### config.mk
export PLATFORM = sky130hd
export DESIGN_NAME = collation_primary_reorder_top
export DESIGN_NICKNAME = d
export VERILOG_FILES = /design/src/rtl/crpr_pkg.sv /design/src/rtl/crpr_range_scan.sv /design/src/rtl/collation_primary_reorder_top.sv
export SDC_FILE = /design/constraint.sdc
export NUM_CORES = 2
export LEC_CHECK = 0
export ABC_AREA = 1
export BUFFER_PORTS_ARGS = -buffer_cell sky130_fd_sc_hd__buf_2
export CAP_MARGIN = 20
export CORE_ASPECT_RATIO = 0.75
export CORE_MARGIN = 4
export CORE_UTILIZATION = 30
export CTS_CLUSTER_DIAMETER = 60
export DETAILED_ROUTE_END_ITERATION = 10
export GPL_ROUTABILITY_DRIVEN = 0
export PLACE_DENSITY_LB_ADDON = 0.15
export SLEW_MARGIN = 5
export SYNTH_ARGS = -nofsm -noshare
export SYNTH_HDL_FRONTEND = slang
export SYNTH_SLANG_ARGS = --single-unit
export TNS_END_PERCENT = 5
### constraint.sdc
create_clock -name clk_i -period 4.09 [get_ports clk_i]
set_clock_uncertainty 0.1 [all_clocks]
set_input_delay 0.2045 -clock clk_i [delete_from_list [all_inputs] [get_ports clk_i]]
set_output_delay 0.2045 -clock clk_i [all_outputs]
set_load 0.1 [all_outputs]
### src/rtl/crpr_pkg.sv
// ----------------------------------------------------------------------------
// Primary weight reorder package
// Operation and register codes, fixed masks and the request and response
// bundles between the sequencer and the range scanner.
// ----------------------------------------------------------------------------
package crpr_pkg;

  localparam int unsigned RANGE_DEPTH_DEFAULT = 32;

  localparam int unsigned WEIGHT_W = 32;
  localparam int unsigned COUNT_W  = 6;
  localparam int unsigned INDEX_W  = 8;
  localparam int unsigned BYTE_W   = 8;

  localparam logic [1:0] OP_QUERY       = 2'd0;
  localparam logic [1:0] OP_WRITE_LEAD  = 2'd1;
  localparam logic [1:0] OP_WRITE_RANGE = 2'd2;
  localparam logic [1:0] OP_NONE        = 2'd3;

  localparam logic [1:0] CFG_HIGH_LIMIT = 2'd0;
  localparam logic [1:0] CFG_RANGE_CNT  = 2'd1;
  localparam logic [1:0] CFG_NO_CE      = 2'd2;
  localparam logic [1:0] CFG_SPARE      = 2'd3;

  localparam logic [WEIGHT_W-1:0] LOW16_FILL = 32'h0000_FFFF;

  typedef struct packed {
    logic                start;
    logic [WEIGHT_W-1:0] weight;
    logic [COUNT_W-1:0]  count;
    logic                wr_en;
    logic [INDEX_W-1:0]  wr_addr;
    logic [WEIGHT_W-1:0] wr_data;
  } scan_req_t;

  typedef struct packed {
    logic                done;
    logic [WEIGHT_W-1:0] weight;
    logic                miss;
  } scan_rsp_t;

endpackage

### src/rtl/crpr_range_scan.sv
// ----------------------------------------------------------------------------
// Range scanner
// Holds the range store and walks it one word at a time with a single
// comparator, returning the offset weight of the first limit above q.
// ----------------------------------------------------------------------------
module crpr_range_scan import crpr_pkg::*; #(
  parameter int unsigned RANGE_DEPTH = RANGE_DEPTH_DEFAULT
) (
  input  logic      clk_i,
  input  logic      rst_ni,
  input  scan_req_t req_i,
  output scan_rsp_t rsp_o
);

  localparam int unsigned CntW = $clog2(RANGE_DEPTH + 1);
  localparam int unsigned IdxW = (RANGE_DEPTH > 1) ? $clog2(RANGE_DEPTH) : 1;
  localparam int unsigned ExtW = (CntW > COUNT_W) ? CntW : COUNT_W;

  localparam logic [1:0] SC_IDLE = 2'd0;
  localparam logic [1:0] SC_READ = 2'd1;
  localparam logic [1:0] SC_CMP  = 2'd2;

  logic [WEIGHT_W-1:0] range_mem_q [RANGE_DEPTH];
  logic [WEIGHT_W-1:0] rd_q;

  logic [1:0]          state_q;
  logic [CntW-1:0]     idx_q;
  logic [CntW-1:0]     lim_q;
  logic [CntW-1:0]     lim_d;
  logic [CntW-1:0]     idx_nxt;
  logic [WEIGHT_W-1:0] p_q;
  logic [WEIGHT_W-1:0] q_q;
  logic                done_q;
  logic                miss_q;
  logic [WEIGHT_W-1:0] weight_q;
  logic [ExtW-1:0]     count_ext;
  logic                wr_in_range;
  logic                hit;
  logic [BYTE_W-1:0]   lead_sum;

  assign count_ext   = ExtW'(req_i.count);
  assign lim_d       = (count_ext > ExtW'(RANGE_DEPTH)) ? CntW'(RANGE_DEPTH)
                                                        : CntW'(count_ext);
  assign idx_nxt     = idx_q + CntW'(1);
  assign wr_in_range = ({1'b0, req_i.wr_addr} < (INDEX_W + 1)'(RANGE_DEPTH));
  assign hit         = (q_q < rd_q);
  assign lead_sum    = p_q[WEIGHT_W-1 -: BYTE_W] + rd_q[BYTE_W-1:0];

  always_ff @(posedge clk_i) begin
    if (req_i.wr_en && wr_in_range) begin
      range_mem_q[req_i.wr_addr[IdxW-1:0]] <= req_i.wr_data;
    end
    rd_q <= range_mem_q[idx_q[IdxW-1:0]];
  end

  always_ff @(posedge clk_i or negedge rst_ni) begin
    if (!rst_ni) begin
      state_q <= SC_IDLE;
      done_q  <= 1'b0;
      idx_q   <= '0;
      lim_q   <= '0;
    end else begin
      done_q <= 1'b0;
      unique case (state_q)
        SC_IDLE: begin
          if (req_i.start) begin
            idx_q <= '0;
            lim_q <= lim_d;
            if (lim_d == '0) begin
              done_q <= 1'b1;
            end else begin
              state_q <= SC_READ;
            end
          end
        end
        SC_READ: begin
          state_q <= SC_CMP;
        end
        SC_CMP: begin
          if (hit || (idx_nxt == lim_q)) begin
            done_q  <= 1'b1;
            state_q <= SC_IDLE;
          end else begin
            idx_q   <= idx_nxt;
            state_q <= SC_READ;
          end
        end
        default: begin
          state_q <= SC_IDLE;
        end
      endcase
    end
  end

  always_ff @(posedge clk_i) begin
    if (state_q == SC_IDLE && req_i.start) begin
      p_q      <= req_i.weight;
      q_q      <= req_i.weight | LOW16_FILL;
      weight_q <= req_i.weight;
      miss_q   <= 1'b1;
    end else if (state_q == SC_CMP && hit) begin
      weight_q <= {lead_sum, p_q[WEIGHT_W-BYTE_W-1:0]};
      miss_q   <= 1'b0;
    end
  end

  assign rsp_o.done   = done_q;
  assign rsp_o.weight = weight_q;
  assign rsp_o.miss   = miss_q;

endmodule

### src/rtl/collation_primary_reorder_top.sv
// ----------------------------------------------------------------------------
// Primary collation weight reorder
// Remaps 32-bit primary weights through a lead-byte table and a scanned
// store of split-range words.
// ----------------------------------------------------------------------------
// One beat is taken at a time. A table write, a range write or an unused
// operation goes straight to the done state with a zero result; a query
// first passes the lead-byte lookup state, and one settled by the lead-byte
// table, the no-CE limit or the high limit then goes to the done state; a
// query on a split lead byte enters the scan state, where the single
// comparator walks the range store one registered read at a time. A finished
// result waits in the output register while the next beat is taken.
module collation_primary_reorder_top import crpr_pkg::*; #(
  parameter int unsigned RANGE_DEPTH = RANGE_DEPTH_DEFAULT
) (
  input  logic                clk_i,
  input  logic                rst_ni,
  input  logic                cfg_we_i,
  input  logic [1:0]          cfg_index_i,
  input  logic [WEIGHT_W-1:0] cfg_wdata_i,
  input  logic                in_valid_i,
  output logic                in_ready_o,
  input  logic [1:0]          operation_i,
  input  logic [WEIGHT_W-1:0] primary_weight_i,
  input  logic [INDEX_W-1:0]  entry_index_i,
  input  logic [BYTE_W-1:0]   lead_byte_value_i,
  input  logic [WEIGHT_W-1:0] range_word_i,
  output logic                out_valid_o,
  input  logic                out_ready_i,
  output logic [WEIGHT_W-1:0] reordered_weight_o,
  output logic                range_missing_o
);

  localparam logic [1:0] ST_IDLE = 2'd0;
  localparam logic [1:0] ST_LEAD = 2'd1;
  localparam logic [1:0] ST_SCAN = 2'd2;
  localparam logic [1:0] ST_DONE = 2'd3;

  logic [WEIGHT_W-1:0] high_limit_q;
  logic [COUNT_W-1:0]  range_count_q;
  logic [WEIGHT_W-1:0] no_ce_limit_q;

  logic [BYTE_W-1:0]   lead_mem_q [256];
  logic [BYTE_W-1:0]   lead_rd_q;

  logic [1:0]          state_q;
  logic [1:0]          state_d;
  logic [WEIGHT_W-1:0] p_q;
  logic [WEIGHT_W-1:0] res_q;
  logic                res_miss_q;
  logic                out_valid_q;
  logic                out_valid_d;
  logic [WEIGHT_W-1:0] out_weight_q;
  logic                out_miss_q;

  logic                in_beat;
  logic                lead_hit;
  logic                pass_high;
  logic                out_load;
  scan_req_t           scan_req;
  scan_rsp_t           scan_rsp;

  assign in_ready_o = (state_q == ST_IDLE);
  assign in_beat    = in_valid_i && in_ready_o;
  assign lead_hit   = (lead_rd_q != '0) || (p_q <= no_ce_limit_q);
  assign pass_high  = (p_q >= high_limit_q);
  assign out_load   = (state_q == ST_DONE) && (!out_valid_q || out_ready_i);

  always_ff @(posedge clk_i or negedge rst_ni) begin
    if (!rst_ni) begin
      high_limit_q  <= '0;
      range_count_q <= '0;
      no_ce_limit_q <= WEIGHT_W'(1);
    end else if (cfg_we_i) begin
      unique case (cfg_index_i)
        CFG_HIGH_LIMIT: high_limit_q  <= cfg_wdata_i;
        CFG_RANGE_CNT:  range_count_q <= cfg_wdata_i[COUNT_W-1:0];
        CFG_NO_CE:      no_ce_limit_q <= cfg_wdata_i;
        CFG_SPARE:      ;
        default:        ;
      endcase
    end
  end

  always_ff @(posedge clk_i) begin
    if (in_beat && operation_i == OP_WRITE_LEAD) begin
      lead_mem_q[entry_index_i] <= lead_byte_value_i;
    end
    if (in_beat) begin
      lead_rd_q <= lead_mem_q[primary_weight_i[WEIGHT_W-1 -: BYTE_W]];
    end
  end

  always_comb begin
    state_d = state_q;
    unique case (state_q)
      ST_IDLE: begin
        if (in_beat) begin
          state_d = (operation_i == OP_QUERY) ? ST_LEAD : ST_DONE;
        end
      end
      ST_LEAD: begin
        state_d = (lead_hit || pass_high) ? ST_DONE : ST_SCAN;
      end
      ST_SCAN: begin
        if (scan_rsp.done) begin
          state_d = ST_DONE;
        end
      end
      ST_DONE: begin
        if (out_load) begin
          state_d = ST_IDLE;
        end
      end
      default: begin
        state_d = ST_IDLE;
      end
    endcase
  end

  always_comb begin
    out_valid_d = out_valid_q;
    if (out_load) begin
      out_valid_d = 1'b1;
    end else if (out_ready_i) begin
      out_valid_d = 1'b0;
    end
  end

  always_ff @(posedge clk_i or negedge rst_ni) begin
    if (!rst_ni) begin
      state_q     <= ST_IDLE;
      out_valid_q <= 1'b0;
    end else begin
      state_q     <= state_d;
      out_valid_q <= out_valid_d;
    end
  end

  always_ff @(posedge clk_i) begin
    if (in_beat) begin
      p_q        <= primary_weight_i;
      res_q      <= '0;
      res_miss_q <= 1'b0;
    end else if (state_q == ST_LEAD) begin
      if (lead_hit) begin
        res_q <= {lead_rd_q, p_q[WEIGHT_W-BYTE_W-1:0]};
      end else begin
        res_q <= p_q;
      end
      res_miss_q <= 1'b0;
    end else if (state_q == ST_SCAN && scan_rsp.done) begin
      res_q      <= scan_rsp.weight;
      res_miss_q <= scan_rsp.miss;
    end
    if (out_load) begin
      out_weight_q <= res_q;
      out_miss_q   <= res_miss_q;
    end
  end

  assign scan_req.start   = (state_q == ST_LEAD) && !lead_hit && !pass_high;
  assign scan_req.weight  = p_q;
  assign scan_req.count   = range_count_q;
  assign scan_req.wr_en   = in_beat && (operation_i == OP_WRITE_RANGE);
  assign scan_req.wr_addr = entry_index_i;
  assign scan_req.wr_data = range_word_i;

  crpr_range_scan #(
    .RANGE_DEPTH(RANGE_DEPTH)
  ) u_range_scan (
    .clk_i (clk_i),
    .rst_ni(rst_ni),
    .req_i (scan_req),
    .rsp_o (scan_rsp)
  );

  assign out_valid_o        = out_valid_q;
  assign reordered_weight_o = out_weight_q;
  assign range_missing_o    = out_miss_q;

`ifndef SYNTHESIS
  a_scan_done_in_scan: assert property (@(posedge clk_i) disable iff (!rst_ni)
    scan_rsp.done |-> (state_q == ST_SCAN))
    else $error("range scan finished outside the scan state");

  a_beat_leaves_idle: assert property (@(posedge clk_i) disable iff (!rst_ni)
    in_beat |=> (state_q == ST_LEAD || state_q == ST_DONE))
    else $error("accepted beat did not start work");

  a_out_from_done: assert property (@(posedge clk_i) disable iff (!rst_ni)
    (state_q == ST_DONE && !out_valid_q) |=> (out_valid_q && state_q == ST_IDLE))
    else $error("finished result not moved to the output register");

  a_start_from_lead: assert property (@(posedge clk_i) disable iff (!rst_ni)
    scan_req.start |=> (state_q == ST_SCAN))
    else $error("scan started without entering the scan state");
`endif

endmodule
==> results.txt <==
The run gives 3099 as the clock sink count. The part of the Yosys area used for sequential elements was 73.6%. TritonCTS built the clock tree.

In this run, the number of DRC markers left after iteration 0 of detailed routing was 8037. Minimum setup slack after placement: 116 ps. During I/O placement, the number of pins put on the boundary was 156. IR analysis of the VDD net gives a maximum drop of 331 µV. For this run, asynchronously set or reset flops after synthesis account for 2.84%.

The floorplan has 205 rows. The peak fanout along the critical path is 33, and the via-per-instance ratio is 5.04. The total power density per cell area was 535 mW/mm²; the number of global-route vias before repair was 80197. Setup repair after global routing left no endpoint under its margin. The final hold violation count was 0; the mean area per synthesized cell was 12.2 µm². After global routing the overflow that remains totals 0. The analysis attributes to cell leakage a power of 50.8 nW. The tools report the startpoint type of the worst setup path as a flop.

On the worst path, the slowest cell contributes a delay of 610 ps. In this run the tightest slew margin relative to its limit is 26.1%. The tools report the endpoint type of the worst setup path as a flop.

Number of register bits inferred by synthesis: 3099. The clock reaches the later pin of the worst-skew pair after 960 ps. The number of buffers inserted by post-CTS setup repair was 0; the required time of the critical path was 4600 ps.

Number of slew-limit violations in the final report: 0. By instance count, the cell type seen most on the critical path is sky130_fd_sc_hd__buf_4. The floorplan step set the die width to 753 µm. The time the final worst path needs with I/O delays and setup came out at 3670 ps. Slew at the pin closest to its max-slew limit: 1110 ps. After synthesis, the netlist uses 42 different library cells. On the critical path the largest part of the delay comes from simple AND/OR/NAND/NOR gates. The first detailed-routing pass took 5 iterations.

The synthesized netlist net count came out at 10475. After clock tree synthesis, the clock-pin slew on the worst setup and hold paths is 60 ps. Overall via count from detail_route: 82800.

The initial antenna violation count came out at 36. The worst setup path is of the reg -> reg kind. The overall fraction of global-route tracks in use came out at 18.3%. Entering global routing, the biggest net connects 162 pins.

For the initial core utilization, the log shows 30.1%. After the last flow step, the layout net total stands at 10892. The count of unresolved DRC violations after routing came out at 0.

Across all setup checks in the final design, the least slack found is 421 ps. The average detailed-routed wire length per instance is 24.5 µm, and the number of buffers added on ports is 147. The data arrival time of the worst path came out at 4180 ps.

For this block, the routed nets add up to 403 mm of wire. The number of cells produced by synthesis is 10262. The run finished with clean final reports. Cells with a size suffix above 1 make up 10.6% of the layout.

Counting flops with a built-in enable in the synthesized netlist gives 2953. Synthesis-to-finish area growth: 17.7%. The run gives 5 as the number of levels in the clock H-tree. The wire-length estimate of the detail-placed layout is 242 mm. The highest clock rate came out at 273 MHz.

Class of the tightest hold or removal check: in -> reg. Wire length of the first global-routing pass: 580 mm. The signal on the critical path passes through inv_1, ha_1, nand2_1, buf_4, nor4_2, buf_4, nand3_1, buf_4, nor2_4, buf_12. The tree is rooted in a sky130_fd_sc_hd__clkbuf_16. Placeable core area: 0.416 mm². TritonCTS created 340 clock buffers. The power after layout was 0.0787 W; the count of warnings emitted by yosys was 0.

For the number of buffers between clock root and the deepest sink, the log shows 4. Among all flip-flop cells after synthesis, the most frequent one is sky130_fd_sc_hd__edfxtp_1. For the number of setup violations in the final report, the log shows 0.

On the critical path, the stage with the largest delay is an instance of sky130_fd_sc_hd__nor4_2. The logs give 0.125 mm² for the post-synthesis instance area and 0.427 mm² for the die area. Die boundary height: 567 µm. Across the run, the number of max-cap violations was 0. The portion of the clock cycle consumed by the worst path in the final layout is 89.7%, and the number of buffer and inverter stages on the critical path is 5.

Once detail routing completed, the nets flagged for antenna violations numbered 0.
[final cells by class]
type                       instances  area (µm²)
timing repair buffer             757        7020
clock inverter                   197        1960
fill                           40459      268000
multi-input combinational       6223       29300
inverter                         258        1010
tap                             5485        6860
sequential                      3099       92100
antenna                           14        35.0
clock buffer                     409        8930
[through the flow]
stage / cells / util (%) / cell area [µm²] / setup TNS, ps / hold slack, ps
floorplan: 10262 / - / 125000 / 0 / -191
global placement: 15660 / 32.4 / 135000 / -104500 / 278
detailed placement: 15661 / 32.4 / 135000 / 0 / 284
CTS: 16427 / 35.4 / 147000 / 0 / 1.34
global route: 16431 / 35.4 / 147000 / 0 / 52.4
finish: 16442 / 35.4 / 147000 / 0 / 86.8
[cell families after synthesis]
family                     synth area share [%]
DFF                                        73.6
xor gates and xnor gates                 0.0981
and+or+nand+nor                            16.7
adders and majority gates                 0.927
AOI/OAI and AO/OA                          5.47
buffers and inverters                      3.20
[Yosys cell counts, drive strengths merged, types with 58 or more instances]
master / number / area [µm²]
edfxtp: 2953 / 88700
dfrtp: 87 / 2180
o21ai: 734 / 3670
nand2: 2157 / 8100
dfxtp: 58 / 1160
o221ai: 150 / 1310
clkbuf: 356 / 1340
nand3: 1853 / 9280
inv: 256 / 961
ha: 91 / 1140
o22ai: 108 / 676
buf: 326 / 1690
a21oi: 118 / 594
nor2: 892 / 3350
[flip-flops by register name, summed over array words and instances, names as in the netlist, 2 cells and up]
| name | flops |
|---|---|
| lead_rd_q | 8 |
| lead_mem_q | 2048 |
| high_limit_q | 32 |
| u_range_scan.lim_q | 6 |
| u_range_scan.range_mem_q | 768 |
| p_q | 32 |
| range_count_q | 6 |
| u_range_scan.idx_q | 6 |
| no_ce_limit_q | 32 |
| u_range_scan.weight_q | 32 |
| u_range_scan.p_q | 32 |
| reordered_weight_o | 32 |
| res_q | 32 |
| state_q | 2 |
| u_range_scan.state_q | 2 |
| u_range_scan.rd_q | 24 |
[worst reg2reg max path, cell delays in order, from the launching register on]
cell	delay [ps]
sky130_fd_sc_hd__dfrtp_1	430
sky130_fd_sc_hd__inv_1	140
sky130_fd_sc_hd__ha_1	190
sky130_fd_sc_hd__nand2_1	140
sky130_fd_sc_hd__buf_4	300
sky130_fd_sc_hd__nor4_2	610
sky130_fd_sc_hd__buf_4	240
sky130_fd_sc_hd__nand3_1	190
sky130_fd_sc_hd__buf_4	270
sky130_fd_sc_hd__nor2_4	490
sky130_fd_sc_hd__buf_12	250
[power by group]
group	internal [W]	switching, W	leakage (nW)
logic	0.00323	0.00873	17.3
registers	0.0356	0.000667	28.1
clock network	0.0176	0.0129	5.31
total	0.0564	0.0223	50.8
[path summary, 6_finish.rpt]
path,startpoint,endpoint,slack (ps),depth (start not counted)
max,state_q[0]$_DFFE_PN0P_,u_range_scan.range_mem_q[27][30]$_DFFE_PP_,420,10
min,cfg_wdata_i[10],no_ce_limit_q[10]$_DFFE_PN0P_,90,4
max reg2reg,state_q[0]$_DFFE_PN0P_,u_range_scan.range_mem_q[27][30]$_DFFE_PP_,420,10
min reg2reg,res_q[2]$_SDFFE_PP0P_,reordered_weight_o[2]$_DFFE_PP_,330,0
max in group asynchronous,rst_ni,u_range_scan.idx_q[0]$_DFFE_PN0P_,3190,4
min in group asynchronous,rst_ni,no_ce_limit_q[0]$_DFFE_PN1P_,300,3
[cells in the final DEF, fill, tap and decap left out, drive strengths merged]
cell type    count
dlygate4sd3    159
dfxtp           58
a21o             2
and2             1
a32oi           22
bufinv          31
diode           14
nand3         1853
xnor2            6
o211ai           2
nand3b           1
ha              91
nor3b            1
o221ai         150
dfrtp           87
o21a             6
o31ai            1
buf            598
clkinvlp        13
o22ai          108
a31oi           47
nor4             4
clkbuf         409
edfxtp        2953
o21bai           1
nor2           892
fa               1
o21ai          734
inv            278
nand4            9
nor3             8
a21oi          118
clkinv         133
dfstp            1
xor2             8
nand2         2157
[layer usage]
| layer | track usage [%] | up-vias | part of all wire [%] |
|---|---|---|---|
| li1 | - | 37879 | - |
| met4 | 3.89 | 10 | 2.0 |
| met2 | 27.0 | 2519 | 43 |
| met1 | 28.2 | 41904 | 49 |
| met3 | 2.75 | 488 | 6.4 |
| met5 | 0 | - | 0.020 |
[what timing repair did]
action	in CTS	in global routing
endpoints found under the hold margin	2372	0
hold buffers	160	0
endpoints found under the setup margin	0	71
resized for setup	0	1
No activity file was read; power rests on OpenSTA's default activity.
